### src/rtl/rfru_pkg.sv
// Package for the false-position root finder: status codes, register map and FSM states.
// No dependencies.
package rfru_pkg;

    localparam int unsigned REG_ADDR_W = 5;

    typedef enum logic [1:0] {
        ST_OK        = 2'd0,
        ST_NO_BRACKET = 2'd1,
        ST_ITER_LIMIT = 2'd2,
        ST_RSVD       = 2'd3
    } t_status;

    typedef enum logic [2:0] {
        REG_CUBIC  = 3'd0,
        REG_SQUARE = 3'd1,
        REG_LINEAR = 3'd2,
        REG_CONST  = 3'd3,
        REG_TOL    = 3'd4
    } t_reg_idx;

    typedef enum logic [3:0] {
        S_IDLE,
        S_EVAL_LO,
        S_EVAL_HI,
        S_CHECK,
        S_MUL,
        S_DIV,
        S_STEP,
        S_EVAL_X,
        S_TEST,
        S_DONE
    } t_state;

    typedef enum logic [1:0] {
        SEL_X0 = 2'd0,
        SEL_X1 = 2'd1,
        SEL_X  = 2'd2
    } t_eval_sel;

    typedef enum logic [1:0] {
        RES_LO_ZERO    = 2'd0,
        RES_HI_ZERO    = 2'd1,
        RES_NO_BRACKET = 2'd2,
        RES_CHORD      = 2'd3
    } t_res_kind;

    // Commands from controller to datapath.
    typedef struct packed {
        logic       load;      // capture request guesses
        logic       eval_start;
        t_eval_sel  eval_sel;
        logic       store_f0;
        logic       store_f1;
        logic       mul_start;
        logic       div_start;
        logic       step;      // form x from quotient
        logic       store_f;
        logic       keep;      // replace one bracket end
        logic       set_res;
        t_res_kind  res_kind;
    } t_cmd;

    // Status from datapath to controller.
    typedef struct packed {
        logic eval_done;
        logic mul_done;
        logic div_done;
        logic f0_zero;
        logic f1_zero;
        logic same_sign;
        logic within_tol;
    } t_stat;

endpackage

### src/rtl/rfru_ctrl.sv
// Controller FSM sequencing evaluation, chord step and result for each request.
// Depends on rfru_pkg.
module rfru_ctrl
    import rfru_pkg::*;
#(
    parameter int MAX_ITERATIONS = 64
) (
    input  logic   i_clk,
    input  logic   i_rst_n,
    input  logic   i_req_valid,
    output logic   o_req_ready,
    output logic   o_res_valid,
    input  logic   i_res_ready,
    input  t_stat  i_stat,
    output t_cmd   o_cmd,
    output logic [6:0] o_iterations,
    output logic [1:0] o_status
);
    localparam int IW = $clog2(MAX_ITERATIONS + 1);

    t_state        r_state, n_state;
    logic [IW-1:0] r_iter, n_iter;
    logic          r_res_valid, n_res_valid;
    t_status       r_status, n_status;
    t_res_kind     r_kind, n_kind;
    logic          v_accept;
    logic          v_stop_chk;
    logic          v_stop_test;

    assign o_req_ready  = (r_state == S_IDLE) && !r_res_valid;
    assign v_accept     = i_req_valid && o_req_ready;
    assign v_stop_chk   = i_stat.f0_zero || i_stat.f1_zero || i_stat.same_sign;
    assign v_stop_test  = i_stat.within_tol || (r_iter == IW'(MAX_ITERATIONS));
    assign o_res_valid  = r_res_valid;
    assign o_status     = r_status;
    assign o_iterations = 7'(r_iter);

    always_comb begin
        n_state = r_state;
        case (r_state)
            S_IDLE:    if (v_accept) n_state = S_EVAL_LO;
            S_EVAL_LO: if (i_stat.eval_done) n_state = S_EVAL_HI;
            S_EVAL_HI: if (i_stat.eval_done) n_state = S_CHECK;
            S_CHECK:   n_state = v_stop_chk ? S_DONE : S_MUL;
            S_MUL:     if (i_stat.mul_done) n_state = S_DIV;
            S_DIV:     if (i_stat.div_done) n_state = S_STEP;
            S_STEP:    n_state = S_EVAL_X;
            S_EVAL_X:  if (i_stat.eval_done) n_state = S_TEST;
            S_TEST:    n_state = v_stop_test ? S_DONE : S_CHECK;
            S_DONE:    n_state = S_IDLE;
            default:   n_state = S_IDLE;
        endcase
    end

    always_comb begin
        o_cmd = '0;
        case (r_state)
            S_IDLE: begin
                o_cmd.load       = v_accept;
                o_cmd.eval_start = v_accept;
                o_cmd.eval_sel   = SEL_X0;
            end
            S_EVAL_LO: begin
                o_cmd.store_f0   = i_stat.eval_done;
                o_cmd.eval_start = i_stat.eval_done;
                o_cmd.eval_sel   = SEL_X1;
            end
            S_EVAL_HI: o_cmd.store_f1  = i_stat.eval_done;
            S_CHECK:   o_cmd.mul_start = !v_stop_chk;
            S_MUL:     o_cmd.div_start = i_stat.mul_done;
            S_STEP: begin
                o_cmd.step       = 1'b1;
                o_cmd.eval_start = 1'b1;
                o_cmd.eval_sel   = SEL_X;
            end
            S_EVAL_X:  o_cmd.store_f = i_stat.eval_done;
            S_TEST:    o_cmd.keep    = !v_stop_test;
            S_DONE: begin
                o_cmd.set_res  = 1'b1;
                o_cmd.res_kind = r_kind;
            end
            default: ;
        endcase
    end

    always_comb begin
        n_iter      = r_iter;
        n_res_valid = r_res_valid;
        n_status    = r_status;
        n_kind      = r_kind;
        if (v_accept)
            n_iter = '0;
        else if (r_state == S_STEP)
            n_iter = r_iter + IW'(1);
        if (r_state == S_DONE)
            n_res_valid = 1'b1;
        else if (i_res_ready)
            n_res_valid = 1'b0;
        if (r_state == S_CHECK && v_stop_chk) begin
            if (i_stat.f0_zero) begin
                n_status = ST_OK;
                n_kind   = RES_LO_ZERO;
            end else if (i_stat.f1_zero) begin
                n_status = ST_OK;
                n_kind   = RES_HI_ZERO;
            end else begin
                n_status = ST_NO_BRACKET;
                n_kind   = RES_NO_BRACKET;
            end
        end
        if (r_state == S_TEST && v_stop_test) begin
            n_status = i_stat.within_tol ? ST_OK : ST_ITER_LIMIT;
            n_kind   = RES_CHORD;
        end
    end

    always_ff @(posedge i_clk) begin
        if (!i_rst_n) begin
            r_state     <= S_IDLE;
            r_res_valid <= 1'b0;
            r_iter      <= '0;
            r_status    <= ST_OK;
            r_kind      <= RES_LO_ZERO;
        end else begin
            r_state     <= n_state;
            r_res_valid <= n_res_valid;
            r_iter      <= n_iter;
            r_status    <= n_status;
            r_kind      <= n_kind;
        end
    end
endmodule

### config.mk
export PLATFORM = sky130hd
export DESIGN_NAME = rfru_ctrl
export DESIGN_NICKNAME = d
export VERILOG_FILES = /design/src/rtl/rfru_pkg.sv /design/src/rtl/rfru_ctrl.sv
export SDC_FILE = /design/constraint.sdc
export NUM_CORES = 1
export LEC_CHECK = 0
export ABC_CLOCK_PERIOD_IN_PS = 4210
export BUFFER_PORTS_ARGS = -buffer_cell sky130_fd_sc_hd__buf_4
export CAP_MARGIN = 20
export CORE_ASPECT_RATIO = 1.25
export CORE_MARGIN = 5
export CORE_UTILIZATION = 26
export CTS_CLUSTER_DIAMETER = 50
export DETAILED_ROUTE_END_ITERATION = 16
export SLEW_MARGIN = 20
export SYNTH_ARGS = -nofsm -noshare
export SYNTH_HDL_FRONTEND = slang
export SYNTH_SLANG_ARGS = --single-unit
### constraint.sdc
create_clock -name i_clk -period 4.21 [get_ports i_clk]
set_input_delay 0.842 -clock i_clk [delete_from_list [all_inputs] [get_ports i_clk]]
set_output_delay 0.842 -clock i_clk [all_outputs]
set_load 0.01 [all_outputs]
==> results.cfg <==
[synthesis]
syn_area_um2 = 999.7
syn_inst = 122
synth_edf_count = 0
yosys.area_share.simple_pct = 36.80
synth_ff_type = dfxtp_1
synth_top_family_by_area = simple AND/OR/NAND/NOR gates
async_reset_ff_share_pct = 0
syn-num-nets = 135
yosys_warnings = 0
synthMuxAreaShare_pct = 2.003
synth_xor_area_share_pct = 5.257
yosysTopAreaCell = dfxtp_1
synth_top_area_share_pct = 32.04
synth_sequential_area_ratio_pct = 32.04
netlist_top_cells_area = dfxtp_1 32%, nor2_1 5.6%, nor2b_1 3.8%, xnor2_1 3.5%, a21oi_1 3.0%
syn_area_per_cell_um2 = 8.194
yosysUniqueCellTypes = 37
synth_compound_area_share_pct = 14.02
synthAdderAreaFrac_pct = 2.503
synth_seq_cells = 16

[clocking]
root_buffer = clkbuf_8
cts_buffer_depth = 2
htreeDepth = 1
postCtsSetupRepairBufs = 0
cts.clk_slew.worst_paths_ns = 0.06
clkSinkCount = 16
cts_tree = done
post_cts_resized = 0
cts_made_buffers = 3
hold_buffers = 0
clk_latency_ns = 0.24

[worst_setup_path]
cp.depth = 3
path_cells = and4bb_1 -> or3_1 -> buf_4
arrival_ns = 1.88
ff2ff_setup_slack_ns = 2.36
critPathCaptureType = output pin
path_class = flop to output pin
required_ns = 3.37
startpoint = r_state[0]
rr_worst_depth = 4
r2r_end = o_iterations[6]
r2r-start = r_state[1]
startpoint_type = flop
crit_buf_inv = 1
cp_slowest_stage_delay_ns = 0.66
critPathTopFamily = simple AND/OR/NAND/NOR gates
critPathSlowestCell = dfxtp_1
crit_end = o_cmd[12]
crit_fanout = 16

[route]
num_vias = 947
ant_nets = 0
drt_wl_total_um = 2491
drt_first_iter_violations = 75
drc = 0
viasPerCell = 4.907
first_pass_iters = 4
wl_per_cell_um = 12.91

[floorplan]
start_util_pct = 26.63
floorplan.die.width_um = 65.46
dieArea_mm2 = 0.005193
std_cell_rows = 25
io_pins = 36
core-area_mm2 = 0.003754
die_h_um = 79.33

[global_routing]
grt_max_degree = 17
globalRouteTotalUtil_pct = 10.10
antenna_found_initial = 0
grt_pass1_wl_um = 4222
overflow = 0
grt_pass1_vias = 913

[sta]
min_period_ns = 2.721
hold_viol = 0
fmax_mhz = 367.5
skew_ns = 0.004054
setup_viol = 0
finalWorstSetupSlack_ns = 1.489
drv_slew = 0
rsz0062_at_grt = false
maxSlewHeadroom_pct = 63.72
post-route-period-util_pct = 64.63
tightest_slew_ns = 0.5435
fin_hold_ws_ns = 0.5001
setup_tns_ns = 0

[cells_and_area]
syn_to_final_growth_pct = 31.66
multi_input_area_um2 = 605.6
seq_area_um2 = 320.3
final_core_util_pct = 35.07
drive_gt1_share_pct = 27.45
layout.nets = 167
fill_cells = 405
diodes = 0

[placement]
post-place-ws_ns = 1.701
port_buffers = 35
hpwl_um = 1980
gp_congestion = 0.7875

[run]
maxCapViolations = 0

[power_and_ir_drop]
irDropWorstVdd_v = 0.0001337
leakage_nw = 0.5776
p_per_area_mw_per_mm2 = 408.3

[hold_path]
hp-class = flop to flop

[outcome]
status = completed
state kept, by name, summed over array words and instances (netlist names):
name,count
r_state,4
o_res_valid,1
o_iterations,7
o_status,2
r_kind,2
where the power goes:
part / switching, mW / internal [mW] / total (mW)
registers: 0.0384 / 0.163 / 0.201
clock network: 0.0511 / 0.0828 / 0.134
logic: 0.102 / 0.100 / 0.202
worst min-delay path by stage:
| stage | start | end | slack [ns] | cells after the start |
|---|---|---|---|---|
| 2_1_floorplan | r_kind[0] | r_kind[0] | 0.46 | 2 |
| 3_3_place_gp | r_kind[0] | r_kind[0] | 0.47 | 2 |
| 3_5_place_dp | r_kind[0] | r_kind[0] | 0.49 | 2 |
| 4_1_cts | r_kind[0] | r_kind[0] | 0.50 | 2 |
| 5_1_grt | r_kind[0] | r_kind[0] | 0.54 | 2 |
| 6_report | r_kind[0] | r_kind[0] | 0.50 | 2 |
metrics by stage:
step / std cells / area [µm²] / power, mW
6_report: 193 / 1316 / 0.5374
2_1_floorplan: 122 / 999.7 / 0.3413
4_1_cts: 193 / 1316 / 0.5460
5_1_grt: 193 / 1316 / 0.5798
3_5_place_dp: 189 / 1261 / 0.4076
3_3_place_gp: 189 / 1261 / 0.4002
layout by cell type, fill, tap and decap left out, drive strengths merged, types with 2 or more instances in the layout:
master  count
a31oi       3
o211ai      2
o21a        2
clkbuf      4
and3        3
xor2        2
ha          2
buf        35
or3b        2
inv         6
nand2       8
nor2b       6
nand3b      3
nand4       2
o21ai       2
nor3b       3
nand3       5
nand2b      3
xnor2       4
or3         3
and2        2
nor3        4
mux2i       2
nor2       15
a21oi       7
dfxtp      16
cell type report:
class                   instances  area share (%)
repair buffers                 35           19.96
multi-input cells              92           46.01
flip-flops and latches         16           24.33
well taps                      40           3.802
inverters                       6           1.711
clock buffers                   4           4.183
tightest hold or removal path, cell delays in order (launching register included):
cell and delay, ns:
dfxtp_1 0.31, o21ai_0 0.07, a31oi_1 0.08
synthesized netlist by cell type, types with 2 or more instances:
library cell,n
a21oi_1,6
mux2i_1,2
nor2_1,15
o211ai_1,2
o21a_1,2
nand3_1,5
clkbuf_1,3
nand2_1,8
nand3b_1,3
dfxtp_1,16
nor3b_1,3
xor2_1,2
ha_1,2
or3_1,3
buf_2,2
a31oi_1,3
o21ai_0,2
and2_1,2
or3b_1,2
buf_6,2
nand2b_1,3
xnor2_1,4
and3_1,3
inv_1,6
nor3_1,4
nor2b_1,6
cells by family after synthesis:
group | Yosys count
simple gates | 63
compound gates | 19
flops | 16
buf+inv | 14
xor+xnor | 6
mux | 2
fa+ha+maj | 2
per-layer routing:
| layer | track usage, % | wire, µm | vias to the layer above |
|---|---|---|---|
| met1 | 12.48 | 1083 | 426 |
| li1 | - | - | 483 |
| met3 | 3.536 | 236 | 2 |
| met5 | 0 | 0 | - |
| met2 | 16.92 | 1163 | 36 |
| met4 | 1.867 | 8 | 0 |
No activity file was read; power rests on OpenSTA's default activity.
